### src/rtl/core/tsgr_pkg.sv
// Shared types and constants for the track spike and gap rejector.
// Used by tsgr_ctrl, tsgr_dp and the top level; depends on nothing.
package tsgr_pkg;

   localparam int TIME_W     = 48;
   localparam int POS_W      = 31;
   localparam int SPEED_W    = 17;
   localparam int GAP_W      = 27;
   localparam int CAUSE_W    = 3;
   localparam int REQ_DATA_W = 144;
   localparam int RSP_DATA_W = 8;

   // configuration register indexes
   localparam logic CSR_SPEED_LIM = 1'b0;
   localparam logic CSR_GAP_LIMIT = 1'b1;

   localparam logic [SPEED_W-1:0] SPEED_LIM_RST = 17'd3000;
   localparam logic [GAP_W-1:0]   GAP_LIMIT_RST = 27'd10000;

   // result cause codes
   localparam logic [CAUSE_W-1:0] CAUSE_KEPT       = 3'd0;
   localparam logic [CAUSE_W-1:0] CAUSE_FIRST      = 3'd1;
   localparam logic [CAUSE_W-1:0] CAUSE_NORMAL_REJ = 3'd2;
   localparam logic [CAUSE_W-1:0] CAUSE_RECOV_REJ  = 3'd3;
   localparam logic [CAUSE_W-1:0] CAUSE_FIRST_GOOD = 3'd4;

   typedef enum logic [1:0] {ST_IDLE, ST_EVAL, ST_CHECK, ST_DECIDE} ctl_state_type;
   typedef enum logic [1:0] {MODE_NORMAL, MODE_RECOVERY, MODE_FIRST_GOOD} mode_type;

   typedef enum logic [3:0] {
      MUL_NONE,
      MUL_SQ_X,
      MUL_SQ_Y,
      MUL_SQ_Z,
      MUL_DT_LO,
      MUL_DT_HI,
      MUL_D2_LO,
      MUL_D2_HI,
      MUL_T_LL,
      MUL_T_LH,
      MUL_T_HH
   } mul_op_type;

   typedef struct packed {
      logic       capture;
      logic       eval;
      logic       load_ref;
      logic       ref_prev;
      mul_op_type mul_op;
      logic       check_done;
      logic       anchor_wr;
      logic       prev_wr;
   } dp_cmd_type;

   typedef struct packed {
      logic start;
      logic terr;
      logic gap_a;
      logic gap_c;
      logic fast_a;
      logic fast_c;
   } dp_status_type;

   typedef struct packed {
      logic             wr;
      logic             index;
      logic [GAP_W-1:0] data;
   } csr_wr_type;

endpackage

### src/rtl/core/track_spike_gap_rejector.sv
// Top level of the track spike and gap rejector: stream ports, field packing,
// controller and datapath. Depends on tsgr_pkg, tsgr_ctrl and tsgr_dp.
//
// One fix in, one verdict out. A fix that starts a track goes from acceptance to
// the result register through the evaluate and decide states only; in normal
// mode one speed test lies between them, otherwise two, each on the single
// shared 32x32 multiplier (distance squares, time span times speed limit,
// scaling by 10^6, squaring): one against the anchor and, outside normal mode,
// one more against the previous fix. A new fix is taken as soon as the previous
// verdict is in the output register, even while that verdict still waits to be
// taken. Configuration writes are always taken and should be made while idle.
module track_spike_gap_rejector
   import tsgr_pkg::*;
(
   input  logic                  clock,
   input  logic                  reset,
   input  logic                  req_tvalid,
   output logic                  req_tready,
   // time_ms[47:0], pos_x[78:48], pos_y[109:79], pos_z[140:110], zero[143:141]
   input  logic [REQ_DATA_W-1:0] req_tdata,
   // track_start[0]
   input  logic                  req_tuser,
   output logic                  rsp_tvalid,
   input  logic                  rsp_tready,
   // drop[0], cause[3:1], time_error[4], zero[7:5]
   output logic [RSP_DATA_W-1:0] rsp_tdata,
   input  logic                  csr_valid,
   output logic                  csr_ready,
   input  logic                  csr_index,
   input  logic [GAP_W-1:0]      csr_wdata
);

   dp_cmd_type         cmd;
   dp_status_type      status;
   csr_wr_type         csr;
   logic               rsp_drop;
   logic [CAUSE_W-1:0] rsp_cause;
   logic               rsp_terr;

   assign csr_ready = 1'b1;
   assign csr.wr    = csr_valid;
   assign csr.index = csr_index;
   assign csr.data  = csr_wdata;

   assign rsp_tdata = {3'b000, rsp_terr, rsp_cause, rsp_drop};

   tsgr_ctrl u_ctrl (
      .clock      (clock),
      .reset      (reset),
      .req_tvalid (req_tvalid),
      .req_tready (req_tready),
      .rsp_tvalid (rsp_tvalid),
      .rsp_tready (rsp_tready),
      .rsp_drop   (rsp_drop),
      .rsp_cause  (rsp_cause),
      .rsp_terr   (rsp_terr),
      .cmd        (cmd),
      .status     (status)
   );

   tsgr_dp u_dp (
      .clock     (clock),
      .reset     (reset),
      .cmd       (cmd),
      .status    (status),
      .csr       (csr),
      .req_start (req_tuser),
      .req_time  (req_tdata[47:0]),
      .req_pos_x (req_tdata[78:48]),
      .req_pos_y (req_tdata[109:79]),
      .req_pos_z (req_tdata[140:110])
   );

endmodule

### src/rtl/core/tsgr_dp.sv
// Datapath: fix registers, anchor and previous fix, configuration registers,
// and a shared 32x32 multiply-accumulate unit for the speed tests. Uses tsgr_pkg.
module tsgr_dp
   import tsgr_pkg::*;
(
   input  logic                   clock,
   input  logic                   reset,
   input  dp_cmd_type             cmd,
   output dp_status_type          status,
   input  csr_wr_type             csr,
   input  logic                   req_start,
   input  logic [TIME_W-1:0]      req_time,
   input  logic signed [POS_W-1:0] req_pos_x,
   input  logic signed [POS_W-1:0] req_pos_y,
   input  logic signed [POS_W-1:0] req_pos_z
);

   typedef enum logic [1:0] {SH_0, SH_32, SH_33, SH_64} shift_type;
   typedef enum logic [1:0] {SAVE_NONE, SAVE_D2, SAVE_TV, SAVE_LHS} save_type;

   localparam logic [31:0] SCALE_1E6 = 32'd1000000;

   logic [SPEED_W-1:0] speed_lim_ff;
   logic [GAP_W-1:0]   gap_limit_ff;

   logic                    in_start_ff;
   logic [TIME_W-1:0]       in_time_ff;
   logic signed [POS_W-1:0] in_pos_ff     [3];
   logic [TIME_W-1:0]       anchor_time_ff;
   logic signed [POS_W-1:0] anchor_pos_ff [3];
   logic [TIME_W-1:0]       prev_time_ff;
   logic signed [POS_W-1:0] prev_pos_ff   [3];

   logic [POS_W-1:0]  diff_ff [3];
   logic [TIME_W-1:0] dt_ff;

   logic [63:0]  prod_ff;
   logic         tag_vld_ff;
   logic         tag_clr_ff;
   shift_type    tag_sh_ff;
   save_type     tag_save_ff;
   logic [127:0] acc_ff;
   logic [63:0]  d2_ff;
   logic [63:0]  tv_ff;
   logic [83:0]  lhs_ff;

   logic terr_ff, gap_a_ff, gap_c_ff, fast_a_ff, fast_c_ff;

   logic [31:0]  mul_a, mul_b;
   logic         op_vld, op_clr;
   shift_type    op_sh;
   save_type     op_save;
   logic [127:0] shifted, acc_base, acc_in;
   logic [TIME_W-1:0] dt_a, dt_c, ref_time;
   logic         fast_in;

   function automatic logic [POS_W-1:0] abs_diff(logic signed [POS_W-1:0] a,
                                                 logic signed [POS_W-1:0] b);
      logic signed [POS_W:0] d;
      logic        [POS_W:0] n;
      begin
         d = (POS_W+1)'(a) - (POS_W+1)'(b);
         n = -d;
         abs_diff = d[POS_W] ? n[POS_W-1:0] : d[POS_W-1:0];
      end
   endfunction

   // configuration registers
   always_ff @(posedge clock) begin
      if (reset) begin
         speed_lim_ff <= SPEED_LIM_RST;
         gap_limit_ff <= GAP_LIMIT_RST;
      end else if (csr.wr) begin
         unique case (csr.index)
            CSR_SPEED_LIM: speed_lim_ff <= csr.data[SPEED_W-1:0];
            CSR_GAP_LIMIT: gap_limit_ff <= csr.data;
         endcase
      end
   end

   // fix, anchor and previous fix
   always_ff @(posedge clock) begin
      if (cmd.capture) begin
         in_start_ff  <= req_start;
         in_time_ff   <= req_time;
         in_pos_ff[0] <= req_pos_x;
         in_pos_ff[1] <= req_pos_y;
         in_pos_ff[2] <= req_pos_z;
      end
      if (cmd.anchor_wr) begin
         anchor_time_ff <= in_time_ff;
         anchor_pos_ff  <= in_pos_ff;
      end
      if (cmd.prev_wr) begin
         prev_time_ff <= in_time_ff;
         prev_pos_ff  <= in_pos_ff;
      end
   end

   // time tests
   assign dt_a = in_time_ff - anchor_time_ff;
   assign dt_c = in_time_ff - prev_time_ff;

   always_ff @(posedge clock) begin
      if (cmd.eval) begin
         terr_ff  <= in_time_ff <= prev_time_ff;
         gap_a_ff <= dt_a >= TIME_W'(gap_limit_ff);
         gap_c_ff <= dt_c > TIME_W'(gap_limit_ff);
      end
   end

   // per-axis distance and time span against the chosen reference
   assign ref_time = cmd.ref_prev ? prev_time_ff : anchor_time_ff;

   always_ff @(posedge clock) begin
      if (cmd.load_ref) begin
         for (int i = 0; i < 3; i++) begin
            diff_ff[i] <= abs_diff(in_pos_ff[i],
                                   cmd.ref_prev ? prev_pos_ff[i] : anchor_pos_ff[i]);
         end
         dt_ff <= in_time_ff - ref_time;
      end
   end

   // operand selection for the shared multiplier
   always_comb begin
      mul_a   = '0;
      mul_b   = '0;
      op_vld  = 1'b1;
      op_clr  = 1'b0;
      op_sh   = SH_0;
      op_save = SAVE_NONE;
      unique case (cmd.mul_op)
         MUL_NONE: op_vld = 1'b0;
         MUL_SQ_X: begin
            mul_a  = 32'(diff_ff[0]);
            mul_b  = 32'(diff_ff[0]);
            op_clr = 1'b1;
         end
         MUL_SQ_Y: begin
            mul_a = 32'(diff_ff[1]);
            mul_b = 32'(diff_ff[1]);
         end
         MUL_SQ_Z: begin
            mul_a   = 32'(diff_ff[2]);
            mul_b   = 32'(diff_ff[2]);
            op_save = SAVE_D2;
         end
         MUL_DT_LO: begin
            mul_a  = dt_ff[31:0];
            mul_b  = 32'(speed_lim_ff);
            op_clr = 1'b1;
         end
         MUL_DT_HI: begin
            mul_a   = 32'(dt_ff[TIME_W-1:32]);
            mul_b   = 32'(speed_lim_ff);
            op_sh   = SH_32;
            op_save = SAVE_TV;
         end
         MUL_D2_LO: begin
            mul_a  = d2_ff[31:0];
            mul_b  = SCALE_1E6;
            op_clr = 1'b1;
         end
         MUL_D2_HI: begin
            mul_a   = d2_ff[63:32];
            mul_b   = SCALE_1E6;
            op_sh   = SH_32;
            op_save = SAVE_LHS;
         end
         MUL_T_LL: begin
            mul_a  = tv_ff[31:0];
            mul_b  = tv_ff[31:0];
            op_clr = 1'b1;
         end
         MUL_T_LH: begin
            mul_a = tv_ff[31:0];
            mul_b = tv_ff[63:32];
            op_sh = SH_33;
         end
         MUL_T_HH: begin
            mul_a = tv_ff[63:32];
            mul_b = tv_ff[63:32];
            op_sh = SH_64;
         end
         default: op_vld = 1'b0;
      endcase
   end

   always_ff @(posedge clock) begin
      prod_ff     <= mul_a * mul_b;
      tag_clr_ff  <= op_clr;
      tag_sh_ff   <= op_sh;
      tag_save_ff <= op_save;
      if (reset) begin
         tag_vld_ff <= 1'b0;
      end else begin
         tag_vld_ff <= op_vld;
      end
   end

   // accumulate stage
   always_comb begin
      case (tag_sh_ff)
         SH_0:    shifted = {64'd0, prod_ff};
         SH_32:   shifted = {32'd0, prod_ff, 32'd0};
         SH_33:   shifted = {31'd0, prod_ff, 33'd0};
         default: shifted = {prod_ff, 64'd0};
      endcase
      acc_base = tag_clr_ff ? '0 : acc_ff;
      acc_in   = acc_base + shifted;
   end

   always_ff @(posedge clock) begin
      if (tag_vld_ff) begin
         acc_ff <= acc_in;
         case (tag_save_ff)
            SAVE_D2:  d2_ff  <= acc_in[63:0];
            SAVE_TV:  tv_ff  <= acc_in[63:0];
            SAVE_LHS: lhs_ff <= acc_in[83:0];
            default:  ;
         endcase
      end
   end

   // too fast: d2 * 1e6 > (dt * speed limit)^2; with a nonzero limit never for
   // spans of 2^46 ms and up, with a zero limit any movement is too fast
   assign fast_in = (128'(lhs_ff) > acc_ff) &&
                    ((dt_ff[TIME_W-1:TIME_W-2] == 2'b00) || (speed_lim_ff == '0));

   always_ff @(posedge clock) begin
      if (cmd.check_done) begin
         if (cmd.ref_prev) begin
            fast_c_ff <= fast_in;
         end else begin
            fast_a_ff <= fast_in;
         end
      end
   end

   assign status.start  = in_start_ff;
   assign status.terr   = terr_ff;
   assign status.gap_a  = gap_a_ff;
   assign status.gap_c  = gap_c_ff;
   assign status.fast_a = fast_a_ff;
   assign status.fast_c = fast_c_ff;

endmodule

### src/rtl/core/tsgr_ctrl.sv
// Controller: sequences the speed tests, keeps mode and anchor validity,
// decides each fix and holds the result register. Uses tsgr_pkg.
module tsgr_ctrl
   import tsgr_pkg::*;
(
   input  logic               clock,
   input  logic               reset,
   input  logic               req_tvalid,
   output logic               req_tready,
   output logic               rsp_tvalid,
   input  logic               rsp_tready,
   output logic               rsp_drop,
   output logic [CAUSE_W-1:0] rsp_cause,
   output logic               rsp_terr,
   output dp_cmd_type         cmd,
   input  dp_status_type      status
);

   localparam logic [3:0] STEP_LOAD = 4'd0;
   localparam logic [3:0] STEP_CMP  = 4'd12;

   ctl_state_type state_ff, state_in;
   mode_type      mode_ff, mode_in;
   logic [3:0]    step_ff, step_in;
   logic          chk_prev_ff, chk_prev_in;
   logic          anchor_valid_ff, anchor_valid_in;
   logic          rsp_valid_ff, rsp_valid_in;
   logic          drop_ff, drop_in;
   logic [CAUSE_W-1:0] cause_ff, cause_in;
   logic          terr_ff, terr_in;
   logic          first, out_free;

   always_ff @(posedge clock) begin
      if (reset) begin
         state_ff        <= ST_IDLE;
         mode_ff         <= MODE_NORMAL;
         step_ff         <= STEP_LOAD;
         chk_prev_ff     <= 1'b0;
         anchor_valid_ff <= 1'b0;
         rsp_valid_ff    <= 1'b0;
      end else begin
         state_ff        <= state_in;
         mode_ff         <= mode_in;
         step_ff         <= step_in;
         chk_prev_ff     <= chk_prev_in;
         anchor_valid_ff <= anchor_valid_in;
         rsp_valid_ff    <= rsp_valid_in;
      end
   end

   always_ff @(posedge clock) begin
      drop_ff  <= drop_in;
      cause_ff <= cause_in;
      terr_ff  <= terr_in;
   end

   assign first    = status.start || !anchor_valid_ff;
   assign out_free = !rsp_valid_ff || rsp_tready;

   always_comb begin
      state_in        = state_ff;
      mode_in         = mode_ff;
      step_in         = step_ff;
      chk_prev_in     = chk_prev_ff;
      anchor_valid_in = anchor_valid_ff;
      rsp_valid_in    = rsp_valid_ff && !rsp_tready;
      drop_in         = drop_ff;
      cause_in        = cause_ff;
      terr_in         = terr_ff;
      req_tready      = 1'b0;
      cmd             = '0;
      cmd.mul_op      = MUL_NONE;
      cmd.ref_prev    = chk_prev_ff;

      unique case (state_ff)
         ST_IDLE: begin
            req_tready = 1'b1;
            if (req_tvalid) begin
               cmd.capture = 1'b1;
               state_in    = ST_EVAL;
            end
         end

         ST_EVAL: begin
            cmd.eval    = 1'b1;
            chk_prev_in = 1'b0;
            step_in     = STEP_LOAD;
            state_in    = first ? ST_DECIDE : ST_CHECK;
         end

         ST_CHECK: begin
            // one speed test: distances, span, scaled sides, then compare
            case (step_ff)
               4'd0:    cmd.load_ref = 1'b1;
               4'd1:    cmd.mul_op = MUL_SQ_X;
               4'd2:    cmd.mul_op = MUL_SQ_Y;
               4'd3:    cmd.mul_op = MUL_SQ_Z;
               4'd4:    cmd.mul_op = MUL_DT_LO;
               4'd5:    cmd.mul_op = MUL_DT_HI;
               4'd6:    cmd.mul_op = MUL_D2_LO;
               4'd7:    cmd.mul_op = MUL_D2_HI;
               4'd8:    cmd.mul_op = MUL_T_LL;
               4'd9:    cmd.mul_op = MUL_T_LH;
               4'd10:   cmd.mul_op = MUL_T_HH;
               default: cmd.mul_op = MUL_NONE;
            endcase
            if (step_ff == STEP_CMP) begin
               cmd.check_done = 1'b1;
               step_in        = STEP_LOAD;
               if (!chk_prev_ff && mode_ff != MODE_NORMAL) begin
                  chk_prev_in = 1'b1;
               end else begin
                  state_in = ST_DECIDE;
               end
            end else begin
               step_in = step_ff + 4'd1;
            end
         end

         ST_DECIDE: begin
            if (out_free) begin
               rsp_valid_in = 1'b1;
               state_in     = ST_IDLE;
               drop_in      = 1'b0;
               terr_in      = 1'b0;
               cause_in     = CAUSE_KEPT;
               if (first) begin
                  cause_in        = CAUSE_FIRST;
                  anchor_valid_in = 1'b1;
                  mode_in         = MODE_NORMAL;
                  cmd.anchor_wr   = 1'b1;
                  cmd.prev_wr     = 1'b1;
               end else if (status.terr) begin
                  // hold all state
                  drop_in  = 1'b1;
                  terr_in  = 1'b1;
                  cause_in = (mode_ff == MODE_NORMAL) ? CAUSE_NORMAL_REJ : CAUSE_RECOV_REJ;
               end else begin
                  cmd.prev_wr = 1'b1;
                  if (mode_ff == MODE_NORMAL) begin
                     if (status.gap_a || status.fast_a) begin
                        drop_in  = 1'b1;
                        cause_in = CAUSE_NORMAL_REJ;
                        mode_in  = MODE_RECOVERY;
                     end else begin
                        cmd.anchor_wr = 1'b1;
                     end
                  end else if (status.gap_c || status.fast_c || status.fast_a) begin
                     drop_in  = 1'b1;
                     cause_in = CAUSE_RECOV_REJ;
                     mode_in  = MODE_RECOVERY;
                  end else if (mode_ff == MODE_FIRST_GOOD) begin
                     cmd.anchor_wr = 1'b1;
                     mode_in       = MODE_NORMAL;
                  end else begin
                     // first good fix: still dropped, but becomes the anchor
                     drop_in       = 1'b1;
                     cause_in      = CAUSE_FIRST_GOOD;
                     cmd.anchor_wr = 1'b1;
                     mode_in       = MODE_FIRST_GOOD;
                  end
               end
            end
         end

         default: state_in = ST_IDLE;
      endcase
   end

   assign rsp_tvalid = rsp_valid_ff;
   assign rsp_drop   = drop_ff;
   assign rsp_cause  = cause_ff;
   assign rsp_terr   = terr_ff;

endmodule

### config.mk
export PLATFORM = sky130hd
export DESIGN_NAME = track_spike_gap_rejector
export DESIGN_NICKNAME = d
export VERILOG_FILES = /design/src/rtl/core/tsgr_pkg.sv /design/src/rtl/core/track_spike_gap_rejector.sv /design/src/rtl/core/tsgr_dp.sv /design/src/rtl/core/tsgr_ctrl.sv
export SDC_FILE = /design/constraint.sdc
export NUM_CORES = 2
export LEC_CHECK = 0
export ABC_AREA = 0
export BUFFER_PORTS_ARGS = -buffer_cell sky130_fd_sc_hd__buf_4
export CAP_MARGIN = 20
export CORE_MARGIN = 1.5
export CORE_UTILIZATION = 56
export DETAILED_ROUTE_END_ITERATION = 10
export GPL_ROUTABILITY_DRIVEN = 0
export PLACE_DENSITY = 0.72
export SLEW_MARGIN = 20
export SYNTH_ARGS = -nofsm -noshare
export SYNTH_HDL_FRONTEND = slang
export SYNTH_SLANG_ARGS = --single-unit
### constraint.sdc
create_clock -name clock -period 19.3 [get_ports clock]
set_input_delay 0.965 -clock clock [delete_from_list [all_inputs] [get_ports clock]]
set_output_delay 0.965 -clock clock [all_outputs]
set_load 0.01 [all_outputs]
; After elaboration in Yosys (flattened, before gate mapping)
; Memories as Yosys holds them, arrays and structs flattened.
; Cells that the tools add are included.
[word_totals]
elab_cells = 199
reg_bits = 947
in_bits = 178
ram_bits = 93
memories = 1
output_inout_bits = 11
[classes]
mul = 1
magnitude_cmp = 4
muxes = 64
n_reduce_logical = 40
bitwise = 2
n_eq_ne = 37
addsub = 11
[mem_list]
columns = name, words, width, rd, rd_clocked_by_memory_dff, write_ports, line_no
row1 = u_dp.diff_ff, 3, 31, 3, 0, 3, tsgr_dp.sv:34  ; logic [POS_W-1:0] diff_ff [3];
[ops]
columns = operator, n
row1 = 128-bit case mux with 3 select lines, 1
row2 = 32-bit case mux with 9 select lines, 1
row3 = 32-bit case mux with 7 select lines, 1
row4 = 31-bit two-way mux, 6
row5 = 48-bit subtractor, 3
row6 = 128-bit adder, 1
row7 = 84-bit by 128-bit > comparator with 1-bit output, 1
row8 = 128-bit two-way mux, 1
row9 = 31-bit by 31-bit subtractor with 32-bit output, 3
row10 = 31-bit negation, 3
row11 = 32-bit by 32-bit multiplier with 64-bit output, 1
row12 = 48-bit by 27-bit greater-or-equal comparator with 1-bit output, 1
row13 = 48-bit by 27-bit > comparator with 1-bit output, 1
row14 = 48-bit <= comparator, 1
row15 = 48-bit two-way mux, 1
row16 = 4-bit case mux with 10 select lines, 1
row17 = "4-bit by 3-bit == test with 1-bit output, second input constant", 8
row18 = 2-bit two-way mux, 15
row19 = "4-bit == test, second input constant", 7
row20 = 1-bit two-way mux, 26
row21 = 17-bit zero test, 1
row22 = "4-bit by 2-bit == test with 1-bit output, second input constant", 4
row23 = 2-bit AND reduction, 8
row24 = "2-bit == test, second input constant", 6
row25 = 25 further kinds, 57

; Logic depth before layout (Yosys ltp)
[depth]
depth_word = 8
mapped_depth = 45
mapped_depth_nobuf = 41

; Modules after synthesis
; Synthesis repeated with hierarchy kept, for this count alone.
[hier_totals]
hier_cells = 9941
area_unflattened_um2 = 95808.1
[by_module_without_submodules]
columns = mod, area_each_um2, cells_per_inst, seq_area_each_um2, n_inst
row1 = tsgr_dp, 94753.4, 9822, 29608.4, 1
row2 = tsgr_ctrl, 1002.2, 111, 370.4, 1
row3 = track_spike_gap_rejector, 52.6, 8, 0.0, 1

; Worst setup path before layout
; No wires, ideal clock.
[synth_timing]
path_kind = register -> register
start = reg u_ctrl.step_ff[0]
end = reg u_dp.prod_ff[48]
n_path_buf = 3
path_slack_ns = 9.196
stages_incl_launch_ff = 37
arrival_time_ns = 9.977
required_ns = 19.173
setup_ns = 0.127
synth_period_minus_slack_ns = 10.104
cell_sequence = dfxtp_1 > inv_1 > ha_1 > o311ai_1 > a211oi_1 > o21bai_1 > clkbuf_1 > clkbuf_1 > a211oi_1 > clkbuf_1 > nor2_1 > fa_1 > inv_1 > fa_1 > fa_1 > fa_1 > inv_1 > fa_1 > fa_1 > fa_1 > inv_1 > fa_1 > inv_1 > ha_1 > a21o_1 > a21o_1 > a21o_1 > a21oi_1 > nor2b_1 > a311oi_1 > nor3_1 > a2111oi_1 > or4_1 > o21ai_0 > a21oi_1 > o21ai_0 > xor2_1
[synth_between]
elab_chain_cells = 7
elab_cells_between_ends = 29
cone_classes = mul: 1 / eq/ne: 20 / mux: 4 / reduce/logical: 4
[synth_lines]
columns = item, line_no
row1 = from (decl), tsgr_ctrl.sv:24  ; logic [3:0] step_ff, step_in;
row2 = from (signal assigned), tsgr_ctrl.sv:44  ; step_ff <= step_in;
row3 = 4-bit == test (tied with other cells), tsgr_ctrl.sv:93  ; case (step_ff)
row4 = 4-bit case mux with 10 select lines (*), tsgr_ctrl.sv:93
row5 = 5-bit two-way mux (*), tsgr_ctrl.sv:75  ; unique case (state_ff)
row6 = 4-bit == test / 4-bit by 3-bit == test with 1-bit output (equally long branches), tsgr_dp.sv:133  ; unique case (cmd.mul_op)
row7 = 2-bit OR reduction (no source line), --
row8 = 32-bit case mux with 9 select lines / 32-bit case mux with 7 select lines (equally long branches), tsgr_dp.sv:133
row9 = 32-bit by 32-bit multiplier with 64-bit output (*), tsgr_dp.sv:191  ; prod_ff <= mul_a * mul_b;
row10 = to (signal assigned), tsgr_dp.sv:191
row11 = to (decl), tsgr_dp.sv:37  ; logic [63:0] prod_ff;
; Mark *: on every way between the ends. The rest lies on a longest branch, timed or not.
; A chain may end at the register's enable or synchronous reset.

; Final worst setup path
[layout_timing]
start = reg u_ctrl.state_ff[0]
end = reg u_dp.prod_ff[58]
[layout_between]
elab_chain_cells = 6
elab_cells_between_ends = 19
cone_classes = mul: 1 / eq/ne: 11 / mux: 3 / reduce/logical: 4
[layout_lines]
columns = item, line_no
row1 = from (decl), tsgr_ctrl.sv:22  ; ctl_state_type state_ff, state_in;
row2 = from (signal assigned), tsgr_ctrl.sv:42  ; state_ff <= state_in;
row3 = 2-bit == test (*), tsgr_ctrl.sv:75
row4 = 5-bit two-way mux (*), tsgr_ctrl.sv:75
row5 = 4-bit == test / 4-bit by 3-bit == test with 1-bit output (equally long branches), tsgr_dp.sv:133
row6 = 2-bit OR reduction (no source line), --
row7 = 32-bit case mux with 9 select lines / 32-bit case mux with 7 select lines (equally long branches), tsgr_dp.sv:133
row8 = 32-bit by 32-bit multiplier with 64-bit output (*), tsgr_dp.sv:191
; Marked as above.

==> metrics.md <==
| Metric | Value |
|---|---|
| Top cell family by delay on the critical path | adder cells |
| Fraction of the mapped netlist area in simple logic gates | between 10% and 20% |
| Largest net degree at the start of global routing | between 100 and 150 |
| Clk pin slew, worst setup/hold paths | 0.07 ns |
| Mux contribution to synthesized area | roughly 1.6% |
| Net count, final | ~12000 |
| Die height | 415.6 um |
| Post-cts repair resize count | 0 |
| DP Area | between 90000 and 100000 um^2 |
| Clock Power Share | around 27% |
| Core area | 169300 um^2 |
| Hold Fails Final Rpt | 0 |
| Synth Register Bits | roughly 1000 |
| PwrDens | a little under 80 nW/um^2 |
| Fillers | 13860 |
| Std cell rows | about 150 |
| Arr. time, crit path | approximately 13 ns |
| Total GRT Usage | between 30% and 40% |
| Fin Setup TNS | 0 ns |
| DRC errors left | 0 |
| Setup repair after global routing missed its margin | false |
| Register Area | 30000 um^2 |
| Crit share post-route | 65.17% |
| Initial antenna violation count | 8 |
| Vias per inst | approximately 6.1 |
| CP bufs+invs | 8 |
| FF-to-FF path depth | 34 |
| Fin. max-slew vios | 0 |
| CP endpoint | u_dp.prod_ff[58]$_DFF_P_ |
| Minimum clock period | 12.58 ns |
| First DRT Iteration DRCs | roughly 7500 |
| Die area | about 170000 um^2 |
| VDD IR max | around 100 uV |
| Non-Filler Instances | between 10000 and 15000 |
| Reg power frac | between 30 and 40% |
| H-tree depth | 3 |
| PortBufs | 181 |
| GRT overflow | 0 |
| Distinct cells, synth | 95 |
| Outcome | completed |
| Starting density of the core | approximately 56% |
| Ys Warns | 0 |
| Routed wire length | 277600 um |
| Hold Crit Class | input pin to flop |
| Max-cap viol count | 0 |
| Dpl cells | approximately 12000 |
| Post-synth top cells | 1310 x inv_1, 970 x nand2_1, 939 x nor2_1 |
| Share of post-route cells with drive strength above 1 | under 10% |
| Critical Path Start | u_ctrl.state_ff[0]$_SDFFE_PP0P_ |
| Final Instance Area | 102900 um^2 |
| Post-synthesis sequential area ratio | 31.44% |
| Post-CTS Setup Bufs | 0 |
| Count leader, synth | inv_1 |
| Setup crit end kind | flop |
| Reg2reg start | u_ctrl.state_ff[0]$_SDFFE_PP0P_ |
| Die X | about 420 um |
| Combinational power share | about a third |
| CP Class | flop to flop |
| Area share of the largest cell type after synthesis | 28.82% |
| Max Clock Freq | between 0.07 and 0.08 GHz |
| Vias in the first global route | between 70000 and 80000 |
| Cell taking the most area after synthesis | edfxtp_1 |
| Wire per inst | between 20 and 25 um |
| Max Clock Skew | 0.05401 ns |
| Area of the multi-input gates | roughly 60000 um^2 |
| Post-Syn Instances | ~9900 |
| Maximum clock path buffer count | 3 |
| Crit-path max cell delay | slightly above 1 ns |
| IO Count | between 150 and 200 |
| CTS sink cnt | 1040 |
| Number of synthesized flops with an enable pin | between 900 and 1000 |
| Post-synth top flop | edfxtp_1 |
| Final number of setup-violating endpoints | 0 |
| CP dominant cell by count | fa_1 |
| Post-synth ARST share | 0% |
| Clk Latency, worst-skew pair | between 0.7 and 0.8 ns |
| Post-synthesis cell area | between 90000 and 100000 um^2 |
| Largest family of logic cells by synthesized area | adder cells |
| P_int | approximately 5300 uW |
| Relative slew slack | about 22% |
| Hpwl dp | 217800 um |
| Largest cells by area after synthesis | edfxtp_1 29%, fa_1 19%, ha_1 10%, inv_1 5.2%, nand2_1 3.8% |
| Synth Area in Compound Gates | 13.50% |
| CP Data Required Time | 19.92 ns |
| First-pass GRT wire length | roughly 430000 um |
| Post-DRT Antenna Nets | 0 |
| First-pass DRT Iterations | 9 |
| Adder-cell share of the synthesized area | between 20% and 30% |
| Clk Tree Root Cell | clkbuf_16 |
| Syn_area_per_cell | a little under 10 um^2 |
| LEAKAGE | ~0.045 uW |
| Critical path depth | 34 |
| Hold Buf Count CTS | 0 |
| TritonCTS Buffers | around 110 |
| CP max FO | 60 |
| Worst path slowest cell | a211o_1 |
| CTS tree | built |
| Area grow syn2layout | 7.914% |
| Synth Area in XOR/XNOR | ~4.3% |
| Via count | approximately 75000 |
| Worst reg2reg setup slack | roughly 6.7 ns |
| R2R Path End | u_dp.prod_ff[58]$_DFF_P_ |
| Worst Tran Pin Value | roughly 1.2 ns |
| Switching part of the total | between 30% and 40% |
| Switch Pwr | ~2900 uW |
| Startpoint types | flop |
## stage by stage
step / utilization, % / power [uW] / setup slack [ns] / hold slack (ns)
5_1_grt: 60.78 / 8511 / 5.985 / 0.3762
4_1_cts: 60.74 / 8110 / 6.822 / 0.3405
3_3_place_gp: 58.50 / 5794 / 7.140 / 0.4459
2_1_floorplan: - / 5077 / 9.196 / 0.4363
6_report: 60.79 / 8127 / 6.722 / 0.3922
3_5_place_dp: 58.50 / 5879 / 6.937 / 0.4465
## metal layers
metal  vias up  wire length [um]  track usage (%)
li1      33370                 -                -
met1     36630            104800            40.96
met2      3807            125300            50.86
met3       800             29560            6.509
met4         2             17900            17.87
met5         -                13                0
## layout by cell type (no fill, tap or decap), types with 294 or more instances in the layout
master / netlist / final
a21oi_1: 670 / 668
buf_4: 6 / 294
edfxtp_1: 915 / 915
fa_1: 903 / 903
ha_1: 774 / 774
inv_1: 1310 / 1309
nand2_1: 970 / 970
nor2_1: 939 / 921
o21ai_0: 340 / 340
xnor2_1: 297 / 297
## power by group through the flow
stage          Combinational, uW  Clock (uW)  Sequential, uW
3_5_place_dp                2680           0            3200
3_3_place_gp                2600           0            3190
5_1_grt                     3000        2340            3180
4_1_cts                     2700        2260            3150
2_1_floorplan               1950           0            3130
6_report                    2740        2230            3160
## layout make-up
cell class / count / area share [%]
multi-input combinational: 7070 / 57.47
sequential: 1040 / 29.15
inverter: 1310 / 4.784
tap: 2218 / 2.697
clock buffer: 124 / 2.692
timing repair buffer: 297 / 2.209
clock inverter: 74 / 0.9861
antenna: 4 / 0.009728
## cell families (layout without fill, tap and decap cells)
kind of cell               after synthesis  count (layout)
and+or+nand+nor                       2774            2774
AOI/OAI and AO/OA                     1998            1998
buffers and inverters                 1752            1805
adders and majority gates             1677            1677
DFF                                   1040            1040
xor gates and xnor gates               467             467
muxes                                  150             150
other                                    2               8
## worst min path at each step
stage / startpoint / slack [ns] / cells past startpoint / end
final: req_tdata[11] / 0.39 / 1 / u_dp.in_time_ff[11]$_DFFE_PP_
after global routing: req_tdata[92] / 0.38 / 1 / u_dp.in_pos_ff[44]$_DFFE_PP_
after CTS: req_tdata[92] / 0.34 / 1 / u_dp.in_pos_ff[44]$_DFFE_PP_
after detailed placement: u_dp.gap_limit_ff[1]$_SDFFE_PP0P_ / 0.45 / 2 / u_dp.gap_limit_ff[1]$_SDFFE_PP0P_
after global placement: u_dp.gap_limit_ff[1]$_SDFFE_PP0P_ / 0.45 / 2 / u_dp.gap_limit_ff[1]$_SDFFE_PP0P_
after floorplan: u_dp.gap_limit_ff[11]$_SDFFE_PP0P_ / 0.44 / 2 / u_dp.gap_limit_ff[11]$_SDFFE_PP0P_
## flip-flops by register name, indices dropped and copies added, names as in the netlist, 84 cells and up
name,flops
u_dp.anchor_pos_ff,93
u_dp.in_pos_ff,93
u_dp.prev_pos_ff,93
u_dp.acc_ff,128
u_dp.diff_ff,93
u_dp.lhs_ff,84
Power figures use the tool's default switching activity.
